==> src/sv/psrc_pkg.sv <==
// Package for the PCM rate/width converter: types, constants, shared enums.
// No dependencies.
`timescale 1ns / 1ps
package psrc_pkg;
  localparam int RATE_W = 16;
  localparam int SAMPLE_W = 16;
  localparam logic [RATE_W-1:0] RATE_MIN = 16'd11025;
  localparam logic [RATE_W-1:0] RATE_MAX = 16'd48000;
  localparam logic [RATE_W-1:0] RATE_RESET = 16'd22050;
  localparam int MAX_RESULTS = 5;

  typedef enum logic [1:0] {
    CFG_IN_RATE  = 2'd0,
    CFG_OUT_RATE = 2'd1,
    CFG_IN_WIDE  = 2'd2,
    CFG_OUT_WIDE = 2'd3
  } cfg_idx_t;

  typedef enum logic [3:0] {
    ST_IDLE, ST_DIV, ST_DNSUM, ST_DNOUT, ST_DNWIN, ST_UPLEN, ST_UPSTEP, ST_EMIT
  } state_t;

  // division operand select
  typedef enum logic [2:0] {
    DV_WINLEN, DV_WINACC, DV_NEXTSUM, DV_SCALE, DV_UPLEN, DV_UPSTEP
  } dv_op_t;

  // rate relation of the clamped rates
  typedef enum logic [1:0] {
    MODE_EQUAL, MODE_DOWN, MODE_UP
  } mode_t;

  typedef struct packed {
    logic   load_x;
    logic   div_start;
    dv_op_t div_op;
    logic   dn_first;
    logic   dn_add;
    logic   save_sum;
    logic   up_len;
    logic   up_val;
    logic   emit;
    logic   last;
    logic   clear;
    logic   commit_rem;
    logic   commit_prev;
  } cmd_t;

  typedef struct packed {
    logic       div_busy;
    mode_t      mode;
    logic       win_empty;
    logic       win_full;
    logic       have_prev;
    logic       rem_nz;
    logic       up_more;
    logic       up_last;
    logic       out_busy;
  } stat_t;
endpackage

==> src/sv/psrc_divider.sv <==
// Serial signed divider, one quotient bit per cycle, truncating toward zero.
// Uses nothing from psrc_pkg; its widths come from its parameters.
`timescale 1ns / 1ps
module psrc_divider #(
  parameter int NW = 40,
  parameter int DW = 17
) (
  input  logic                 clk,
  input  logic                 rst_n,
  input  logic                 start,
  input  logic signed [NW-1:0] num,
  input  logic        [DW-1:0] den,
  output logic                 busy,
  output logic signed [NW-1:0] quo,
  output logic        [DW-1:0] rem
);
  localparam int CW = $clog2(NW + 1);
  logic [NW-1:0] q_r, q_nxt;
  logic [DW:0] r_r, r_nxt;
  logic [DW-1:0] d_r;
  logic neg_r;
  logic [CW-1:0] cnt_r;
  logic [DW:0] trial;

  always_comb begin
    trial = {r_r[DW-1:0], q_r[NW-1]};
    if (trial >= {1'b0, d_r}) begin
      r_nxt = trial - {1'b0, d_r};
      q_nxt = {q_r[NW-2:0], 1'b1};
    end else begin
      r_nxt = trial;
      q_nxt = {q_r[NW-2:0], 1'b0};
    end
  end

  always_ff @(posedge clk) begin
    if (!rst_n) begin
      cnt_r <= '0;
    end else if (start) begin
      cnt_r <= CW'(NW);
      neg_r <= num[NW-1];
      q_r <= num[NW-1] ? NW'(-num) : NW'(num);
      r_r <= '0;
      d_r <= den;
    end else if (cnt_r != '0) begin
      cnt_r <= cnt_r - 1'b1;
      q_r <= q_nxt;
      r_r <= r_nxt;
    end
  end

  assign busy = (cnt_r != '0);
  assign quo = neg_r ? -$signed(q_r) : $signed(q_r);
  assign rem = r_r[DW-1:0];
endmodule

==> src/sv/psrc_datapath.sv <==
// Datapath: config registers, conversion state, shared divider, output register.
// Depends on psrc_pkg and psrc_divider.
`timescale 1ns / 1ps
module psrc_datapath (
  input  logic                  clk,
  input  logic                  rst_n,
  input  logic                  cfg_valid,
  input  logic [1:0]            cfg_index,
  input  logic [15:0]           cfg_data,
  input  logic signed [15:0]    in_sample_in,
  input  psrc_pkg::cmd_t        cmd,
  output psrc_pkg::stat_t       stat,
  output logic                  out_valid,
  input  logic                  out_stall,
  output logic signed [15:0]    out_sample_out,
  output logic                  out_last_of_run
);
  import psrc_pkg::*;
  localparam int NW = 40;

  logic [15:0] ir_raw_r, or_raw_r;
  logic iw_r, ow_r;
  logic [16:0] ir, orr;
  logic [15:0] rem_r, nrem_r;
  logic [2:0] wlen_r, wcnt_r, ui_r;
  logic signed [NW-1:0] acc_r, sum_r;
  logic signed [16:0] x_r, prev_r;
  logic havep_r;
  logic [2:0] dcnt_r;
  logic signed [NW-1:0] dnum;
  logic [16:0] dden;
  logic dbusy;
  logic signed [NW-1:0] dquo;
  logic [16:0] drem;
  logic signed [16:0] val;
  logic ov_r, olast_r;
  logic [15:0] od_r, wc;
  logic signed [35:0] wacc_p, nsum_p;
  logic signed [41:0] scale_p;
  logic signed [17:0] dx;
  logic signed [21:0] step_p;

  function automatic logic [16:0] clampr(input logic [15:0] r);
    if (r < RATE_MIN) return {1'b0, RATE_MIN};
    if (r > RATE_MAX) return {1'b0, RATE_MAX};
    return {1'b0, r};
  endfunction
  assign ir = clampr(ir_raw_r);
  assign orr = clampr(or_raw_r);

  // narrow products; the sum of a window stays well inside 24 bits
  assign wacc_p = x_r * $signed({1'b0, orr - {1'b0, rem_r}});
  assign nsum_p = x_r * $signed({2'b0, nrem_r});
  assign scale_p = $signed(sum_r[23:0]) * $signed({1'b0, orr});
  assign dx = 18'(x_r) - 18'(prev_r);
  assign step_p = $signed({1'b0, ui_r}) * dx;

  always_comb begin
    dnum = '0;
    dden = orr;
    unique case (cmd.div_op)
      DV_WINLEN:  dnum = NW'(ir) + NW'(rem_r);
      DV_WINACC:  dnum = NW'(wacc_p);
      DV_NEXTSUM: dnum = NW'(nsum_p);
      DV_SCALE: begin
        dnum = NW'(scale_p);
        dden = ir;
      end
      DV_UPLEN: begin
        dnum = NW'(orr) + NW'(rem_r);
        dden = ir;
      end
      DV_UPSTEP: begin
        dnum = NW'(step_p);
        dden = {14'd0, dcnt_r};
      end
      default: dnum = '0;
    endcase
  end

  psrc_divider #(.NW(NW), .DW(17)) u_div (
    .clk(clk), .rst_n(rst_n), .start(cmd.div_start), .num(dnum), .den(dden),
    .busy(dbusy), .quo(dquo), .rem(drem)
  );

  always_ff @(posedge clk) begin
    if (!rst_n) begin
      ir_raw_r <= RATE_RESET; or_raw_r <= RATE_RESET; iw_r <= 1'b1; ow_r <= 1'b1;
    end else if (cfg_valid) begin
      unique case (cfg_idx_t'(cfg_index))
        CFG_IN_RATE:  ir_raw_r <= cfg_data;
        CFG_OUT_RATE: or_raw_r <= cfg_data;
        CFG_IN_WIDE:  iw_r <= cfg_data[0];
        CFG_OUT_WIDE: ow_r <= cfg_data[0];
        default: ;
      endcase
    end
  end

  wire rate_wr = cfg_valid && (cfg_index == CFG_IN_RATE || cfg_index == CFG_OUT_RATE);

  always_ff @(posedge clk) begin
    if (!rst_n || rate_wr) begin
      rem_r <= '0; wlen_r <= '0; wcnt_r <= '0; acc_r <= '0; prev_r <= '0;
      havep_r <= 1'b0;
    end else begin
      if (cmd.load_x)
        x_r <= iw_r ? 17'(in_sample_in) : {9'd0, in_sample_in[7:0]};
      if (cmd.dn_add) begin
        acc_r <= acc_r + NW'(x_r);
        wcnt_r <= wcnt_r + 1'b1;
      end
      if (cmd.save_sum) begin
        // next remainder latched after DV_WINLEN-style division of ir+rem by orr
        nrem_r <= drem[15:0];
        sum_r <= acc_r;
      end
      if (cmd.up_val) sum_r <= sum_r + dquo; // add boundary share
      if (cmd.commit_rem) rem_r <= nrem_r;
      if (cmd.dn_first) begin
        // quotient is window accumulator start; length was stored in ui_r
        acc_r <= dquo;
        wlen_r <= ui_r;
        wcnt_r <= 3'd1;
      end
      if (cmd.up_len) begin
        dcnt_r <= dquo[2:0];
        wlen_r <= dquo[2:0];
        nrem_r <= drem[15:0];
        rem_r <= drem[15:0];
      end
      if (cmd.clear) ui_r <= dquo[2:0];  // latched quotient (window length)
      if (cmd.emit && stat.mode == MODE_UP) ui_r <= ui_r + 1'b1;
      if (cmd.commit_prev) begin
        prev_r <= x_r; havep_r <= 1'b1; ui_r <= '0;
      end
    end
  end

  // emitted value
  always_comb begin
    unique case (stat.mode)
      MODE_DOWN: val = dquo[16:0];
      MODE_UP:   val = prev_r + dquo[16:0];
      default:   val = x_r;
    endcase
    if (iw_r && !ow_r) wc = {8'd0, 8'(val / 256 + 128)};
    else if (!iw_r && ow_r) wc = 16'((val - 17'sd128) * 256);
    else if (!ow_r) wc = {8'd0, val[7:0]};
    else wc = val[15:0];
  end

  always_ff @(posedge clk) begin
    if (!rst_n) ov_r <= 1'b0;
    else if (cmd.emit) ov_r <= 1'b1;
    else if (!out_stall) ov_r <= 1'b0;
    if (cmd.emit) begin od_r <= wc; olast_r <= cmd.last; end
  end

  assign out_valid = ov_r;
  assign out_sample_out = od_r;
  assign out_last_of_run = olast_r;

  always_comb begin
    stat.div_busy = dbusy;
    stat.mode = (ir > orr) ? MODE_DOWN : (ir < orr) ? MODE_UP : MODE_EQUAL;
    stat.win_empty = (wlen_r == '0);
    stat.win_full = !(wcnt_r < wlen_r);
    stat.have_prev = havep_r;
    stat.rem_nz = (nrem_r != '0);
    stat.up_more = (ui_r < dcnt_r) && (ui_r < 3'(MAX_RESULTS));
    stat.up_last = !((ui_r + 3'd1 < dcnt_r) && (ui_r + 3'd1 < 3'(MAX_RESULTS)));
    stat.out_busy = ov_r && out_stall;
  end
endmodule

==> src/sv/psrc_ctrl.sv <==
// Controller FSM: sequences the divider steps for one item and the emits.
// Depends on psrc_pkg.
`timescale 1ns / 1ps
module psrc_ctrl (
  input  logic            clk,
  input  logic            rst_n,
  input  logic            in_valid,
  output logic            in_stall,
  input  psrc_pkg::stat_t stat,
  output psrc_pkg::cmd_t  cmd
);
  import psrc_pkg::*;
  state_t state_r, state_nxt;
  dv_op_t op_r, op_nxt;
  logic wait_r, wait_nxt;

  always_ff @(posedge clk) begin
    if (!rst_n) begin
      state_r <= ST_IDLE; op_r <= DV_WINLEN; wait_r <= 1'b0;
    end else begin
      state_r <= state_nxt; op_r <= op_nxt; wait_r <= wait_nxt;
    end
  end

  // wait_r: a division was launched last cycle; its busy is now visible
  wire div_done = !wait_r && !stat.div_busy;

  always_comb begin
    cmd = '0;
    cmd.div_op = op_r;
    state_nxt = state_r;
    op_nxt = op_r;
    wait_nxt = 1'b0;
    in_stall = 1'b1;
    unique case (state_r)
      ST_IDLE: begin
        in_stall = 1'b0;
        if (in_valid) begin
          cmd.load_x = 1'b1;
          state_nxt = ST_DIV;
        end
      end
      ST_DIV: begin
        // dispatch on mode
        if (stat.mode == MODE_EQUAL) begin
          state_nxt = ST_EMIT;
        end else if (stat.mode == MODE_DOWN) begin
          if (stat.win_empty || !stat.win_full) begin
            if (stat.win_empty) begin
              op_nxt = DV_WINLEN; cmd.div_op = DV_WINLEN; cmd.div_start = 1'b1;
              wait_nxt = 1'b1; state_nxt = ST_DNWIN;
            end else begin
              cmd.dn_add = 1'b1; state_nxt = ST_IDLE;
            end
          end else begin
            cmd.div_op = DV_WINLEN; cmd.div_start = 1'b1; op_nxt = DV_WINLEN;
            wait_nxt = 1'b1; state_nxt = ST_DNSUM;
          end
        end else begin
          if (stat.have_prev) begin
            cmd.div_op = DV_UPLEN; cmd.div_start = 1'b1; op_nxt = DV_UPLEN;
            wait_nxt = 1'b1; state_nxt = ST_UPLEN;
          end else begin
            cmd.commit_prev = 1'b1; state_nxt = ST_IDLE;
          end
        end
      end
      ST_DNSUM: begin
        // op_r tracks sub-step: WINLEN -> NEXTSUM -> SCALE (NEXTSUM skipped if the new remainder is zero)
        if (div_done) begin
          if (op_r == DV_WINLEN) begin
            cmd.save_sum = 1'b1;
            op_nxt = DV_NEXTSUM; state_nxt = ST_DNOUT;
          end else if (op_r == DV_NEXTSUM) begin
            cmd.up_val = 1'b1;
            op_nxt = DV_SCALE; cmd.div_op = DV_SCALE;
            state_nxt = ST_DNOUT;
          end else begin
            if (!stat.out_busy) begin
              cmd.emit = 1'b1; cmd.last = 1'b1; cmd.commit_rem = 1'b1;
              op_nxt = DV_WINLEN; state_nxt = ST_DNOUT;
            end
          end
        end
      end
      ST_DNOUT: begin
        // launch next division of the down sequence
        if (op_r == DV_NEXTSUM) begin
          if (stat.rem_nz) begin
            cmd.div_start = 1'b1; wait_nxt = 1'b1; state_nxt = ST_DNSUM;
          end else begin
            op_nxt = DV_SCALE; cmd.div_op = DV_SCALE; cmd.div_start = 1'b1;
            wait_nxt = 1'b1; state_nxt = ST_DNSUM;
          end
        end else if (op_r == DV_SCALE) begin
          cmd.div_start = 1'b1; wait_nxt = 1'b1; state_nxt = ST_DNSUM;
        end else begin
          cmd.div_start = 1'b1; wait_nxt = 1'b1; state_nxt = ST_DNWIN;
        end
      end
      ST_DNWIN: begin
        // WINLEN quotient -> ui, then WINACC -> acc
        if (div_done) begin
          if (op_r == DV_WINLEN) begin
            cmd.clear = 1'b1;
            op_nxt = DV_WINACC; cmd.div_op = DV_WINACC; cmd.div_start = 1'b1;
            wait_nxt = 1'b1;
          end else begin
            cmd.dn_first = 1'b1; op_nxt = DV_WINLEN; state_nxt = ST_IDLE;
          end
        end
      end
      ST_UPLEN: begin
        if (div_done) begin
          cmd.up_len = 1'b1;
          op_nxt = DV_UPSTEP; state_nxt = ST_UPSTEP;
        end
      end
      ST_UPSTEP: begin
        if (!stat.up_more) begin
          cmd.commit_prev = 1'b1; state_nxt = ST_IDLE;
        end else begin
          cmd.div_start = 1'b1; wait_nxt = 1'b1; state_nxt = ST_EMIT;
        end
      end
      ST_EMIT: begin
        if (div_done && !stat.out_busy) begin
          cmd.emit = 1'b1;
          if (stat.mode == MODE_EQUAL) begin
            cmd.last = 1'b1; state_nxt = ST_IDLE;
          end else begin
            cmd.last = stat.up_last; state_nxt = ST_UPSTEP;
          end
        end
      end
      default: state_nxt = ST_IDLE;
    endcase
  end
endmodule

==> src/sv/pcm_sample_rate_and_width_converter_unit.sv <==
// PCM sample rate and width converter.
// Channels: in_ (valid/stall) carries one sample per item; out_ (valid/stall)
// gives 0..5 converted samples per input item, last_of_run on the final one;
// cfg_ (valid/ready, always ready) writes input_rate, output_rate,
// input_is_wide, output_is_wide by index.
// Operation: each item is handled alone. Equal rates emit the converted sample.
// Down conversion only accumulates inside a window, runs the serial divider
// twice at the window start and four or five times at a window boundary.
// Up conversion stores the first sample; otherwise it runs the divider once
// for the run length and once per result.
// Output is registered; a stalled result holds and the block waits for it
// before emitting the next one.
// Reset (synchronous, rst_n low) restores default rates and widths and clears
// the conversion state; writing either rate register clears the state too.
// Depends on psrc_pkg, psrc_ctrl, psrc_datapath, psrc_divider.
`timescale 1ns / 1ps
module pcm_sample_rate_and_width_converter_unit (
  input  logic               clk,
  input  logic               rst_n,
  input  logic               in_valid,
  output logic               in_stall,
  input  logic signed [15:0] in_sample_in,
  output logic               out_valid,
  input  logic               out_stall,
  output logic signed [15:0] out_sample_out,
  output logic               out_last_of_run,
  input  logic               cfg_valid,
  output logic               cfg_ready,
  input  logic [1:0]         cfg_index,
  input  logic [15:0]        cfg_data
);
  import psrc_pkg::*;
  cmd_t cmd;
  stat_t stat;

  assign cfg_ready = 1'b1;

  psrc_ctrl u_ctrl (
    .clk(clk), .rst_n(rst_n), .in_valid(in_valid), .in_stall(in_stall),
    .stat(stat), .cmd(cmd)
  );

  psrc_datapath u_dp (
    .clk(clk), .rst_n(rst_n), .cfg_valid(cfg_valid && cfg_ready),
    .cfg_index(cfg_index), .cfg_data(cfg_data), .in_sample_in(in_sample_in),
    .cmd(cmd), .stat(stat), .out_valid(out_valid), .out_stall(out_stall),
    .out_sample_out(out_sample_out), .out_last_of_run(out_last_of_run)
  );
endmodule

==> config.mk <==
export PLATFORM = sky130hd
export DESIGN_NAME = pcm_sample_rate_and_width_converter_unit
export DESIGN_NICKNAME = d
export VERILOG_FILES = /design/src/sv/psrc_pkg.sv /design/src/sv/psrc_divider.sv /design/src/sv/psrc_datapath.sv /design/src/sv/psrc_ctrl.sv /design/src/sv/pcm_sample_rate_and_width_converter_unit.sv
export SDC_FILE = /design/constraint.sdc
export NUM_CORES = 2
export LEC_CHECK = 0
export BUFFER_PORTS_ARGS = -buffer_cell sky130_fd_sc_hd__buf_4
export CORE_ASPECT_RATIO = 2
export CORE_UTILIZATION = 30
export DETAILED_ROUTE_END_ITERATION = 10
export HOLD_SLACK_MARGIN = 0.08
export PLACE_DENSITY = 0.5
export SLEW_MARGIN = 10
export SYNTH_ARGS = -nofsm -noshare
export SYNTH_HDL_FRONTEND = slang
export SYNTH_SLANG_ARGS = --single-unit
==> constraint.sdc <==
create_clock -name clk -period 18.53 [get_ports clk]
set_input_delay 0.9265 -clock clk [delete_from_list [all_inputs] [get_ports clk]]
set_output_delay 0.9265 -clock clk [all_outputs]
set_load 0.1 [all_outputs]
# Word level (Yosys, flattened, before mapping)
# Index checks and enable logic that the tools add are counted.
# op_classes
mul,4
bitwise,3
add_sub_neg,16
eq_ne,30
reduce_logical,52
magnitude_cmp,12
muxes,135
# ops
op,count
$mux 40,8
$pmux 40 s6,1
$mux 17,10
$mux 16,6
$mux 3,29
$neg 40->40,2
$mux 4,17
$pmux 17 s2,2
$mux 1,46
$add 40x16->40,1
$add 40x40->40,1
$mul 24x18->40,1
$add 17x16->18,2
$mul 16x18->34,1
$mul 16x17->33,1
$gt 16x16->1 const B,2
$lt 16x14->1 const B,2
$pmux 4 s8,1
$reduce_and 2->1,11
$mul 4x17->21,1
$ge 18x17->1,1
$add 17x17->17,1
$gt 17x17->1,1
$lt 17x17->1,1
49 further kinds,103
# word_totals
in_bits,39
ff_bits,298
out_inout_bits,20
wordCells,282

# Longest topological paths before layout
# logic_depth
word_depth,17
depth_mapped,51
mapped_depth_nobuf,48

# By module
# Synthesis repeated with hierarchy kept, for this count alone.
# unflattened
hier_cells,6451
hier_area_um2,54828.8
# by_module_without_submodules
mod,seq_area_each_um2,area_per_inst_um2,instances,cells_each
psrc_datapath,4334.2,48166.2,1,5694
psrc_divider,2372.3,5815.6,1,629
psrc_ctrl,140.1,835.8,1,126
pcm_sample_rate_and_width_converter_unit,0.0,11.3,1,2

# Worst setup path after synthesis
# OpenSTA, ideal clock, no wires.
# synth_timing
path_type,flip-flop to flip-flop
from,register u_dp.or_raw_r[1]
to,"register u_dp.u_div.q_r[37], data pin"
synth_period_minus_slack_ns,12.113
slack_ns,6.417
setup_time_ns,0.260
n_path_buf,4
arrival_ns,11.853
stages_incl_launch_ff,48
required_time_ns,18.270
path_cell_list,dfxtp_1 -> or4_1 -> nor4_1 -> nor2_1 -> a41oi_1 -> nor2b_1 -> clkbuf_1 -> and2_1 -> clkbuf_1 -> clkbuf_1 -> ha_1 -> o21ai_0 -> a21boi_0 -> o21ai_0 -> a21boi_0 -> o21ai_0 -> a21boi_0 -> o21ai_0 -> (+12 left out) -> fa_1 -> inv_1 -> fa_1 -> inv_1 -> ha_1 -> a21o_1 -> nor3_1 -> a211oi_1 -> a41oi_2 -> or2_1 -> a32o_1 -> xnor2_1 -> a2111o_1 -> nor4_2 -> nand4_1 -> o31ai_2 -> xnor2_1 -> mux2_2
# synth_via
elab_chain_cells,17
elab_cells_between_ends,32
classes_between,3 x add/sub; 2 x mul; 4 x order compare; 6 x eq/ne; 15 x mux; 2 x reduce/logical
# synth_lines
element,line_no,text
from (decl),psrc_datapath.sv:21,"logic [15:0] ir_raw_r, or_raw_r;"
from (signal assigned),psrc_datapath.sv:92,CFG_OUT_RATE: or_raw_r <= cfg_data;
$gt 16x16->1,psrc_datapath.sv:45,"if (r > RATE_MAX) return {1'b0, RATE_MAX};"
$mux 1 (2 in a row),psrc_datapath.sv:45,
$mux 17,psrc_datapath.sv:46,"return {1'b0, r};"
$mux 17 *,psrc_datapath.sv:45,
"parallel branches: the longest is 11 deep, another holds $neg 40->40",-,
$mux 40 *,psrc_divider.sv:39,end else if (start) begin
to (signal assigned),psrc_divider.sv:42,q_r <= num[NW-1] ? NW'(-num) : NW'(num);
to (signal assigned),psrc_divider.sv:47,q_r <= q_nxt;
to (decl),psrc_divider.sv:18,"logic [NW-1:0] q_r, q_nxt;"
# Every way passes the cells marked *. The select of a mux whose other input is x is not followed.
# A chain may end at the register's enable or synchronous reset.

# Final worst setup path
# Same ends and word-level chain as after synthesis.

==> load_flow_metrics.sql <==
INSERT INTO impl_metrics (metric_group, metric, value, unit) VALUES
('status', 'status', 'finished, final reports clean', ''),
('global_routing', 'grt_start_max_net_pins', '76', ''),
('synth', 'synth-seq-cells', '264', ''),
('final_layout', 'sequential_cell_area', '6820', 'um2'),
('floorplanning', 'die_area', '183000', 'um2'),
('clock_tree', 'cts-root-to-sink-buffers', '3', ''),
('timing', 'number_of_pins_exceeding_their_max_slew_limit_in_the_final_report', '0', ''),
('synth', 'synth_top_area_cell', 'fa_1', ''),
('critical_path', 'setup.worst_path.class', 'register to register', ''),
('timing', 'worst-slew-pin-transition', '1.30', 'ns'),
('drt', 'postRouteWirelength', '221000', 'um'),
('drt', 'routedWlPerCell', '25.3', 'um'),
('timing', 'grt_setup_unrepaired', 'false', ''),
('timing', 'final-setup-viol-count', '0', ''),
('critical_path', 'critical-path-slowest-cell', 'a211oi_1', ''),
('final_layout', 'post_route_cells_drive_above_1_share', '5.43', '%'),
('floorplanning', 'die_w', '303', 'um'),
('timing', 'post-route-min-period', '14.36', 'ns'),
('drt', 'route.detailed.vias_per_inst', '5.23', ''),
('final_layout', 'multi_input_area', '42200', 'um2'),
('drt', 'met2_wirelength', '121000', 'um'),
('synth', 'netlist-cell-type-count', '103', ''),
('placed_design', 'gpl.final_weighted_congestion', '1.03', ''),
('synth', 'synth.top_cells.by_count', 'inv_1 (1,165), nand2_1 (916), fa_1 (793)', ''),
('synth', 'synth.avg_cell_area', '8.41', 'um2'),
('global_routing', 'gr-usage-all-layers', '24.5', '%'),
('final_layout', 'fill_cells', '19000', ''),
('timing', 'fmax', '69.7', 'MHz'),
('timing', 'finClkSkew', '0.0498', 'ns'),
('clock_tree', 'insertion_delay', '0.69', 'ns'),
('drt', 'initialDrtViolationCount', '2537', ''),
('floorplanning', 'row_count', '220', ''),
('min_path', 'holdCritStartpoint', 'in_sample_in[7]', ''),
('critical_path', 'cp-start-kind', 'register', ''),
('drt', 'route.detailed.drc', '0', ''),
('drt', 'highest-signal-layer', 'met5', ''),
('critical_path', 'critPathRequiredTime', '18.97', 'ns'),
('critical_path', 'worst_r2r_path_depth', '46', ''),
('placed_design', 'place_hpwl', '182000', 'um'),
('floorplanning', 'initial_core_util', '30.3', '%'),
('synth', 'post_synth_instance_area', '54400', 'um2'),
('global_routing', 'global_route_wire_length_before_repair', '325000', 'um'),
('placed_design', 'numPortBuffers', '57', ''),
('global_routing', 'initial_antenna_violation_count', '14', ''),
('clock_tree', 'numCtsBuffers', '29', ''),
('timing', 'maxSlewHeadroom', '12.8', '%'),
('job', 'maxCapViolCount', '0', ''),
('synth', 'synth.area.top_cells', 'fa_1 (29%), ha_1 (12%), edfxtp_1 (8.4%)', ''),
('critical_path', 'worstPathBufferInverterCount', '6', ''),
('synth', 'synth-edff-count', '153', ''),
('synth', 'yosys_warnings', '0', ''),
('synth', 'syn-num-nets', '7838', ''),
('critical_path', 'critical_path_startpoint', 'u_dp.or_raw_r[1]$_SDFFE_PN1P_', ''),
('clock_tree', 'cts_tree', 'yes', ''),
('min_path', 'hold_path_class', 'primary input to register', ''),
('floorplanning', 'core_area', '180000', 'um2'),
('clock_tree', 'clk_transition_reported_paths', '0.07', 'ns'),
('critical_path', 'worst-path-stages', '46', ''),
('clock_tree', 'post_cts_resized', '0', ''),
('synth', 'synth_flop_cell', 'edfxtp_1', ''),
('min_path', 'hold-path-cell-count', '1', ''),
('drt', 'ant_nets', '0', ''),
('clock_tree', 'holdBufCountCts', '0', ''),
('clock_tree', 'cts.htree.levels', '1', ''),
('timing', 'fin_tns_setup', '0', 'ns'),
('synth', 'synth_seq_area_share', '12.5', '%'),
('drt', 'detailroute.wirelength.met3', '8210', 'um'),
('clock_tree', 'clock_sinks', '264', ''),
('critical_path', 'crit_top_cell', 'fa_1', ''),
('critical_path', 'worstSetupEndpointType', 'register', ''),
('drt', 'wl_met1', '67200', 'um');
## registers in the layout (all words and copies together), names as in the netlist, 6 cells and up
signal,cells
u_dp.nrem_r,16
u_dp.u_div.d_r,16
u_dp.u_div.r_r,17
u_dp.prev_r,16
u_dp.u_div.q_r,40
u_dp.ir_raw_r,16
u_dp.x_r,16
u_dp.u_div.cnt_r,6
u_dp.rem_r,16
u_dp.sum_r,24
u_dp.acc_r,24
u_dp.or_raw_r,16
u_dp.out_sample_out,16
## per-layer routing
| layer | vias up | GRT usage [%] |
|---|---|---|
| li1 | 20600 | - |
| met1 | 23300 | 21.8 |
| met2 | 1324 | 47.3 |
| met3 | 633 | 2.54 |
| met4 | 4 | 22.4 |
| met5 | - | 0 |
## cells by family after synthesis
family / share of synthesized area [%]
and+or+nand+nor: 18.8
buffers and inverters: 10.2
adders and majority gates: 41.5
AOI/OAI and AO/OA: 11.9
DFF: 12.5
xor gates and xnor gates: 3.91
muxes: 1.22
other: 0.00689
## worst paths after layout
kind,to,slack [ns]
worst min-delay path,u_dp.x_r[7]$_DFFE_PP_,0.42
worst max-delay path,u_dp.u_div.q_r[37]$_DFFE_PP_,4.17
worst max register to register,u_dp.u_div.q_r[37]$_DFFE_PP_,4.17
worst min register to register,u_dp.ir_raw_r[2]$_SDFFE_PN0P_,0.47
## placed cells by master (no fill, tap or decap), drive strengths merged, types with 93 or more instances in the layout
cell type,instances
inv,1171
nand2,918
fa,793
ha,536
and2,341
nor2,328
a21oi,252
o21ai,250
buf,202
xnor2,154
edfxtp,153
dfxtp,111
nor3,93
## stage by stage
step	cells	worst slack (ns)	instance area [um2]	util [%]	hold WS [ns]
2_1_floorplan	6470	6.42	54400	-	0.444
3_3_place_gp	8707	4.44	57800	32.2	0.459
3_5_place_dp	8707	4.34	57800	32.2	0.464
4_1_cts	8761	4.27	58800	32.7	0.382
5_1_grt	8763	3.28	58900	32.7	0.413
6_report	8768	4.17	58900	32.8	0.420
## final cells by class
| class | instances | share of cell area (%) |
|---|---|---|
| Multi-Input combinational cell | 4744 | 71.6 |
| Sequential cell | 264 | 11.6 |
| Inverter | 1167 | 7.44 |
| Tap cell | 2331 | 4.95 |
| Timing Repair Buffer | 202 | 2.62 |
| Clock buffer | 35 | 1.38 |
| Clock inverter | 19 | 0.385 |
| Antenna cell | 6 | 0.0255 |
Power is not shown: default switching activity piles up to over one toggle a cycle in this logic, so the estimate is an artifact.
